<file path="src/srt_pkg.sv">
// ----------------------------------------------------------------------------
// srt_pkg
// Types and codes shared by the sorted ranking table and its cells.
// ----------------------------------------------------------------------------
`default_nettype none

package srt_pkg;

  typedef enum logic [2:0] {
    MODE_INSERT     = 3'd0,
    MODE_DELETE     = 3'd1,
    MODE_READ       = 3'd2,
    MODE_BUMP       = 3'd3,
    MODE_SET_POINTS = 3'd4
  } mode_e;

  typedef enum logic [2:0] {
    STAT_OK        = 3'd0,
    STAT_NOT_FOUND = 3'd1,
    STAT_FULL      = 3'd2,
    STAT_EMPTY     = 3'd3,
    STAT_BAD       = 3'd4
  } status_e;

  typedef enum logic [1:0] {
    OP_HOLD   = 2'd0,
    OP_INSERT = 2'd1,
    OP_DELETE = 2'd2,
    OP_LOAD   = 2'd3
  } cell_op_e;

  typedef struct packed {
    logic [63:0]        key;
    logic [63:0]        cls;
    logic [15:0]        count;
    logic signed [31:0] points;
  } entry_t;

  typedef struct packed {
    cell_op_e op;
    logic     clear;
    logic     find_key;
  } cell_cmd_t;

endpackage

`default_nettype wire

</file>
<file path="src/srt_cell.sv">
// ----------------------------------------------------------------------------
// srt_cell
// One table slot: holds an entry, flags a hit and passes the seen wave on.
// ----------------------------------------------------------------------------
`default_nettype none

module srt_cell (
  input  logic              clk_i,
  input  logic              rst_ni,
  input  srt_pkg::cell_cmd_t cmd_i,
  input  srt_pkg::entry_t   new_i,
  input  srt_pkg::entry_t   left_i,
  input  srt_pkg::entry_t   right_i,
  input  logic              occupied_i,
  input  logic              seen_i,
  output logic              seen_o,
  output srt_pkg::entry_t   entry_o
);
  import srt_pkg::*;

  entry_t entry_q, entry_d;
  logic   seen_q;
  logic   hit;

  // delete looks for the key, insert for the first slot that is free or not smaller
  always_comb begin
    if (cmd_i.find_key) begin
      hit = occupied_i && (entry_q.key == new_i.key);
    end else begin
      hit = !occupied_i || (entry_q.count >= new_i.count);
    end
  end

  assign seen_o  = seen_q | hit;
  assign entry_o = entry_q;

  always_comb begin
    entry_d = entry_q;
    case (cmd_i.op)
      OP_INSERT: begin
        if (seen_q) begin
          entry_d = left_i;
        end else if (hit) begin
          entry_d = new_i;
        end
      end
      OP_DELETE: begin
        if (seen_o) begin
          entry_d = right_i;
        end
      end
      OP_LOAD: entry_d = new_i;
      default: entry_d = entry_q;
    endcase
  end

  always_ff @(posedge clk_i or negedge rst_ni) begin
    if (!rst_ni) begin
      seen_q <= 1'b0;
    end else if (cmd_i.clear) begin
      seen_q <= 1'b0;
    end else begin
      seen_q <= seen_i;
    end
  end

  always_ff @(posedge clk_i) begin
    entry_q <= entry_d;
  end

endmodule

`default_nettype wire

</file>
<file path="config.mk">
export PLATFORM = sky130hd
export DESIGN_NAME = srt_cell
export DESIGN_NICKNAME = d
export VERILOG_FILES = /design/src/srt_pkg.sv /design/src/srt_cell.sv
export SDC_FILE = /design/constraint.sdc
export NUM_CORES = 1
export LEC_CHECK = 0
export ABC_AREA = 1
export ABC_CLOCK_PERIOD_IN_PS = 7540
export BUFFER_PORTS_ARGS = -buffer_cell sky130_fd_sc_hd__buf_2
export CORE_AREA = 5 5 277 279
export DETAILED_ROUTE_END_ITERATION = 10
export DIE_AREA = 0 0 282 284
export MAX_ROUTING_LAYER = met4
export PLACE_DENSITY = 0.47
export RECOVER_POWER = 50
export SLEW_MARGIN = 30
export SYNTH_ARGS = -nofsm -noshare
export SYNTH_HDL_FRONTEND = slang
export SYNTH_SLANG_ARGS = --single-unit
</file>
<file path="constraint.sdc">
create_clock -name clk_i -period 7.54 [get_ports clk_i]
set_input_delay 0.754 -clock clk_i [delete_from_list [all_inputs] [get_ports clk_i]]
set_output_delay 0.754 -clock clk_i [all_outputs]
set_load 0.03 [all_outputs]
</file>
After elaboration in Yosys (flattened, before gate mapping)
Index checks and enable logic that the tools add are counted.

Register bits after elaboration: 177. Bits of input ports: 536. Output and inout port bits: 177. Word-level logic and storage cells: 24.

$lt $le $gt $ge: 1. Eq/ne operators: 6. Mux-type cells: 6. Bitwise operators: 1. Reductions and logical operators: 5.

Operators by type and width (number): 176-bit 2-to-1 mux (3); 176-bit one-hot mux with 3 select lines (1); 64-bit equality test (1); 16-bit greater-or-equal comparator (1); 2-bit equality test (second input constant) (2); 3-bit != test (second input constant) (1); 3-bit AND reduction (1); 3-bit nonzero test (1); 2-bit by 1-bit equality test with 1-bit output (second input constant) (1); 1-bit 2-to-1 mux (2); 2-bit != test (second input constant) (1); 1-bit logical AND (1); 1-bit zero test (1); 1-bit logical OR (1); 1-bit bitwise OR (1).

Longest topological paths before layout
Gate-level depths: netlist of run 1.

Word-level depth: 6. Depth in mapped cells: 13. Depth with buffers taken out: 13.

Worst setup path after synthesis of run 1
OpenSTA, ideal clock, no wires.

Path kind: input to register. Start point: input port new_i[35] (netlist name). End point: register entry_q, in the netlist entry_o[0], enable pin. Library setup time: 1.443 ns. Data arrival time: 4.766 ns. Data required time: 6.097 ns. Slack: 1.331 ns. Stages on the path: 13. Buffers on the path: 0. Path through: inv_1 ha_1 nand2_1 nor2_1 and2_1 nor2_1 nand2_1 nand2_1 nand2_1 nand2_1 nand3_2 nand2_1 nand2_1.

Longest elaborated chain between the ends: 6. Elaborated cells between the ends (all ways): 7. Those cells by class: order compare (1); eq/ne (2); mux (1); bitwise (1); reduce/logical (2).

Ends and longest elaborated chain: start, declared (RTL line srt_cell.sv:11) `input srt_pkg::entry_t new_i,`; 16-bit greater-or-equal comparator (RTL line srt_cell.sv:30) `hit = !occupied_i || (entry_q.count >= new_i.count);`; 1-bit logical OR (RTL line srt_cell.sv:30); 1-bit 2-to-1 mux (RTL line srt_cell.sv:27) `if (cmd_i.find_key) begin`; 1-bit bitwise OR (RTL line srt_cell.sv:34) `assign seen_o = seen_q | hit;`; named net seen_o (RTL line srt_cell.sv:16) `output logic seen_o,`; 2-bit != test (no source line); 3-bit AND reduction (no source line); end signal, assigned (RTL line srt_cell.sv:68) `entry_q <= entry_d;`; end, declared (RTL line srt_cell.sv:21) `entry_t entry_q, entry_d;`.

The timed path passes the listed nets, and every way through them passes these cells. A chain may end at the register's enable or synchronous reset.

==> results of run 1 <==
==> synthesized netlist by cell type (all sizes together) <==
master,n
inv,229
o21ai,191
a21oi,184
nand3,181
edfxtp,176
o211ai,176
nand2,168
buf,59
clkbuf,57
nor2,40
ha,16
xnor2,5
xor2,4
nand4,2
nor3,2
a211oi,1
and2,1
clkinv,1
dfrtp,1
nor4,1
o22ai,1
or2,1
==> registers in the layout, indices dropped and copies added, names as in the netlist <==
register and flops:
seen_q 1, entry_o 176
==> where the power goes <==
| group | switching [mW] | leakage (nW) | internal (mW) |
|---|---|---|---|
| Sequential | 0.0637 | 1.77 | 1.24 |
| Combinational | 0.659 | 5.17 | 0.281 |
| Clock | 0.438 | 0.268 | 0.488 |
| Total | 1.16 | 7.21 | 2.01 |
==> cell families (layout without fill, tap and decap cells) <==
| family | count (synthesis) | after routing | synth area share [%] |
|---|---|---|---|
| compound gates | 553 | 553 | 26.7 |
| buf+inv | 346 | 987 | 12.3 |
| flops | 177 | 177 | 44.2 |
| xor+xnor | 9 | 9 | 0.655 |
| fa+ha+maj | 16 | 16 | 1.66 |
| other cells | 0 | 11 | 0 |
| simple gates | 396 | 396 | 14.5 |
==> through the flow <==
step	power (mW)	cell area [µm²]	instances
2_1_floorplan	1.91	12000	1497
3_3_place_gp	2.31	16400	3075
3_5_place_dp	2.31	16400	3075
4_1_cts	3.27	16900	3107
5_1_grt	3.36	16700	3118
6_report	3.17	16700	3118
==> critical path, cell delays in order <==
cell	delay (ps)
buf_2	150
clkinvlp_2	2610
nand3_1	1330
o211ai_1	480
==> how the worst max path moves through the flow <==
| stage | startpoint | end | slack (ps) | depth (start not counted) |
|---|---|---|---|---|
| after CTS | entry_o[175] | entry_o[142] | 3740 | 13 |
| final | cmd_i[2] | entry_o[18] | 2160 | 4 |
| after detailed placement | new_i[173] | entry_o[135] | 3380 | 14 |
| after floorplan | new_i[35] | entry_o[0] | 1330 | 13 |
| after global routing | cmd_i[2] | entry_o[18] | 1900 | 4 |
| after global placement | new_i[173] | entry_o[136] | 3400 | 14 |
==> layout by cell type, fill, tap and decap left out, drive strengths merged <==
master	synthesis	layout
buf	59	548
inv	229	231
clkbuf	57	196
o21ai	191	191
a21oi	184	184
nand3	181	181
o211ai	176	176
edfxtp	176	176
nand2	168	168
nor2	40	40
ha	16	16
diode	0	11
xnor2	5	5
clkinv	1	5
xor2	4	4
clkinvlp	0	4
nand4	2	2
nor3	2	2
bufinv	0	2
o22ai	1	1
and2	1	1
nor4	1	1
a211oi	1	1
or2	1	1
dlygate4sd3	0	1
dfrtp	1	1
==> what timing repair did <==
action | 4_1_cts | 5_1_grt
setup endpoints to repair | 0 | 0
endpoints found under the hold margin | 1 | 0
hold buffers | 1 | 0
==> layer usage <==
| metal | part of all wire, % | GRT usage, % |
|---|---|---|
| met5 | 0 | - |
| met3 | 8.7 | 4.39 |
| met1 | 40 | 15.2 |
| met4 | 2.9 | 4.90 |
| met2 | 49 | 22.9 |
==> area by class of cell <==
| type | instances | area share, % |
|---|---|---|
| Timing Repair Buffer | 726 | 20.9 |
| Sequential cell | 177 | 31.7 |
| Clock buffer | 19 | 2.59 |
| Inverter | 230 | 5.21 |
| Antenna cell | 11 | 0.164 |
| Clock inverter | 12 | 0.807 |
| Tap cell | 969 | 7.24 |
| Multi-Input combinational cell | 974 | 31.4 |
==> impl_metrics.toml, run 1 <==
[logic_synthesis]
yosysWarnings = 0
synth_top_area_share_pct = 43.9
synth_nets = 2049
yosysTopAreaCell = "edfxtp_1"
synth.distinct_cells = 30
seq_area_frac_synth_pct = 44.2
synth_area_leaders = "edfxtp_1 (44%), o211ai_1 (11%), o21ai_0 (7.7%), a21oi_1 (7.7%), nand3_1 (7.5%)"
syn_area_per_cell_um2 = 8.03
syn_area_mm2 = 0.0120
synth_cells = 1497
synth-seq-cells = 177

[sta]
period_share_pct = 71.4
finalHoldViolCount = 0
worstMarginPinSlew_ps = 3650
finClkSkew_ps = 16.7
period_minus_slack_ps = 5380
setup_violations = 0
tns_ps = 0
finalMaxSlewViolations = 85
rsz0062_at_grt = "no"
fmax_ghz = 0.186
hold_ws_ps = 490
layout_setup_ws_ps = 2160
maxSlewHeadroom_pct = -143

[hold_path]
min_to = "seen_q"
hold_path_class = "input port to flip-flop"
hold_depth = 3
min-delay-start = "seen_i"

[detailed_routing]
drtPass1Iterations = 8
via_per_inst = 4.24
vias = 13200
drtAntennaViolNets = 0
drtIter0Drc = 577
wirelength_um = 56900
drc = 0
routedWlPerCell_um = 18.2

[floorplanning]
fp.dieArea_mm2 = 0.0801
fp.dieH_um = 284
io_pins = 713
die_w_um = 282
start_util_pct = 16.3
row_count = 100
core_mm2 = 0.0739

[placement]
dp_worst_setup_slack_ps = 3380
numPortBuffers = 712
place_hpwl_um = 43800
gp_congestion = 0.887

[cells_and_area]
drive_above_1_share_pct = 28.4
final_core_util_pct = 22.6
regArea_mm2 = 0.00531
multi_input_area_mm2 = 0.00525
num-fill-cells = 8371
fin_nets = 2678
syn2layout_area_growth_pct = 39.2

[cts]
path_clk_slew_ps = 70
clk-insertion-delay-late_ps = 470
htreeDepth = 4
cts_tree = "yes"
postCtsResizedCells = 0
numCtsBuffers = 17
clock_path_buffers = 2
clockRootBuffer = "clkbuf_16"
clock_sinks = 177
post_cts_buffers = 0

[global_route]
grt_pass1_vias = 13100
antenna_found_initial = 13
grt_pass1_wl_um = 80800
overflow = 0
grt_max_degree = 175
grt_use_total_pct = 13.6

[critical_path]
regToRegStartpoint = "entry_o[175]"
criticalPathCategory = "input port to flip-flop"
crit_path_max_fanout = 85
worstPathArrival_ps = 5460
cp.required_ps = 7620
critical_path.endpoint_type = "flip-flop"
timing.rr.end = "entry_o[142]"
r2r_setup_slack_ps = 4090
r2r_cells = 13
start_kind = "input port"

[power_and_ir_drop]
p_leak_nw = 7.21
powerDensity_mw_per_mm2 = 189
ir_drop_mv = 0.116

[status]
violations = "capacitance limit, slew limit"
status = "complete, but fails checks"

[flow_run]
cap_violations = 1
Note: power is estimated with default switching activity, not from simulation.
==> run 2: changes to the inputs <==
--- a/config.mk
+++ b/config.mk
@@ -6,13 +6,13 @@
 export NUM_CORES = 1
 export LEC_CHECK = 0
 export ABC_AREA = 1
-export ABC_CLOCK_PERIOD_IN_PS = 7540
+export ABC_CLOCK_PERIOD_IN_PS = 4400
 export BUFFER_PORTS_ARGS = -buffer_cell sky130_fd_sc_hd__buf_2
 export CORE_AREA = 5 5 277 279
 export DETAILED_ROUTE_END_ITERATION = 10
 export DIE_AREA = 0 0 282 284
 export MAX_ROUTING_LAYER = met4
-export PLACE_DENSITY = 0.47
+export PLACE_DENSITY = 0.48
 export RECOVER_POWER = 50
 export SLEW_MARGIN = 30
 export SYNTH_ARGS = -nofsm -noshare
==> constraint.sdc (replaced) <==
create_clock -name clk_i -period 4.4 [get_ports clk_i]
set_input_delay 0.44 -clock clk_i [delete_from_list [all_inputs] [get_ports clk_i]]
set_output_delay 0.44 -clock clk_i [all_outputs]
set_load 0.03 [all_outputs]
==> impl_metrics.toml, run 2 (synthesis gave the netlist of run 1 again) <==
[sta]
fmax_ghz = 0.286
setup_violations = 0
finalMaxSlewViolations = 41
tns_ps = 0
maxSlewHeadroom_pct = -33.9
worstMarginPinSlew_ps = 2000
period_share_pct = 79.4
finalHoldViolCount = 0
finClkSkew_ps = 16.3
rsz0062_at_grt = "no"
period_minus_slack_ps = 3490

[power_and_ir_drop]
switchingPower_mw = 2.02
intPower_mw = 3.53
swShare_pct = 36.4
pwr-share-seq_pct = 40.3
ir_drop_mv = 0.159
p_clk_share_pct = 30.3
powerDensity_mw_per_mm2 = 328
p_comb_share_pct = 29.3
p_leak_nw = 7.28

[floorplanning]
fp.dieArea_mm2 = 0.0801
row_count = 100
core_mm2 = 0.0739
die_w_um = 282
fp.dieH_um = 284
start_util_pct = 16.3
io_pins = 713

[cells_and_area]
design_area_mm2 = 0.0169
final_common_cell = "buf_2"
syn2layout_area_growth_pct = 40.4
fin_nets = 2685
num-fill-cells = 8307
final_cell_mix = "buf_2 (534), inv_1 (207), o21ai_0 (186)"
drive_above_1_share_pct = 28.5
multi_input_area_mm2 = 0.00525
largest_register_ffs = 176
regArea_mm2 = 0.00531

[hold_path]
min_to = "seen_q"
hold_path_class = "input port to flip-flop"
min-delay-start = "seen_i"
hold_depth = 3

[status]
violations = "capacitance limit, slew limit"
status = "complete, but fails checks"

[global_route]
grt_use_total_pct = 14.0
antenna_found_initial = 17
grt_pass1_wl_um = 81700
grt_max_degree = 164
grt_pass1_vias = 13000
overflow = 0

[critical_path]
r2r_setup_slack_ps = 1390
critical_path.endpoint_type = "flip-flop"
start_kind = "input port"
r2r_cells = 12
timing.rr.end = "entry_o[138]"
path_cells = "buf_8 > nand2_1 > clkbuf_2 > o211ai_1"
cp.required_ps = 4560
crit_path_max_fanout = 69
crit_slowest_cell = "nand2_1"
slowest_delay_ps = 1490
regToRegStartpoint = "entry_o[117]"
worstPathArrival_ps = 3660
criticalPathCategory = "input port to flip-flop"

[placement]
place_hpwl_um = 45500
numPortBuffers = 712
gp_congestion = 0.848
dpl-instance-area_mm2 = 0.0165

[flow_run]
cap_violations = 1

[cts]
cts_tree = "yes"
clockRootBuffer = "clkbuf_16"
numCtsBuffers = 17
clock_sinks = 177
htreeDepth = 4
path_clk_slew_ps = 70
post_cts_buffers = 0
clock_path_buffers = 2
clk-insertion-delay-late_ps = 480

[detailed_routing]
via_per_inst = 4.26
wirelength_um = 58300
drc = 0
vias = 13300
drtPass1Iterations = 5
drtIter0Drc = 691
drtAntennaViolNets = 0
routedWlPerCell_um = 18.6
## run 2: changes by cell type in the layout (fill, tap and decap cells not counted), moves of 2 or more
cell        previous run  this run
buf_12                 3         8
clkinvlp_4             3         1
inv_6                  2         4
nand2_4                2         0
## run 2: what timing repair did
item / in CTS / in global routing
endpoints found under the hold margin: 1 / 0
hold buffers: 1 / 0
gates resized for setup: 0 / 0
## run 2: critical path: cells and delay by family
kind	cells	cell delay, ps
simple gates	1	1490
buf+inv	2	1400
compound gates	1	180
## run 2: power groups by stage
stage	sequential (mW)	combinational, mW	clock [mW]
global route	2.26	1.78	1.83
floorplan	2.67	0.592	0
finish	2.23	1.63	1.68
detailed placement	2.27	1.71	0
CTS	2.23	1.72	1.78
global placement	2.26	1.71	0
## run 2: worst max path at each step
stage | depth (start not counted) | slack (ps) | endpoint | from
2_1_floorplan | 12 | 200 | entry_o[0] | entry_o[39]
5_1_grt | 4 | 610 | entry_o[163] | cmd_i[3]
3_5_place_dp | 11 | 1080 | entry_o[113] | new_i[113]
4_1_cts | 12 | 1220 | entry_o[129] | entry_o[117]
3_3_place_gp | 11 | 1130 | entry_o[113] | new_i[113]
6_report | 4 | 910 | entry_o[128] | cmd_i[3]
## run 2: metal layers
metal	share of wire, %	up-vias	GRT usage [%]
li1	-	6603	-
met2	49	598	23.4
met5	0	-	-
met3	9.1	53	4.92
met4	2.2	0	4.32
met1	40	6056	15.8
## run 2: cell type report
class	instances	area share, %
inverters	230	5.19
diodes	11	0.163
repair buffers	733	21.3
flip-flops and latches	177	31.4
clock inverters	14	1.05
multi-input cells	974	31.1
clock buffers	18	2.54
well taps	969	7.18
## run 2: through the flow
stage | power [mW] | hold WS (ps) | util (%) | worst slack [ps] | instances
final | 5.54 | 211 | 22.8 | 906 | 3126
after global routing | 5.87 | 167 | 22.8 | 614 | 3125
after detailed placement | 3.98 | 220 | 22.3 | 1080 | 3082
after global placement | 3.98 | 215 | 22.3 | 1130 | 3082
after floorplan | 3.26 | 144 | - | 198 | 1497
after CTS | 5.73 | 146 | 23.1 | 1220 | 3115
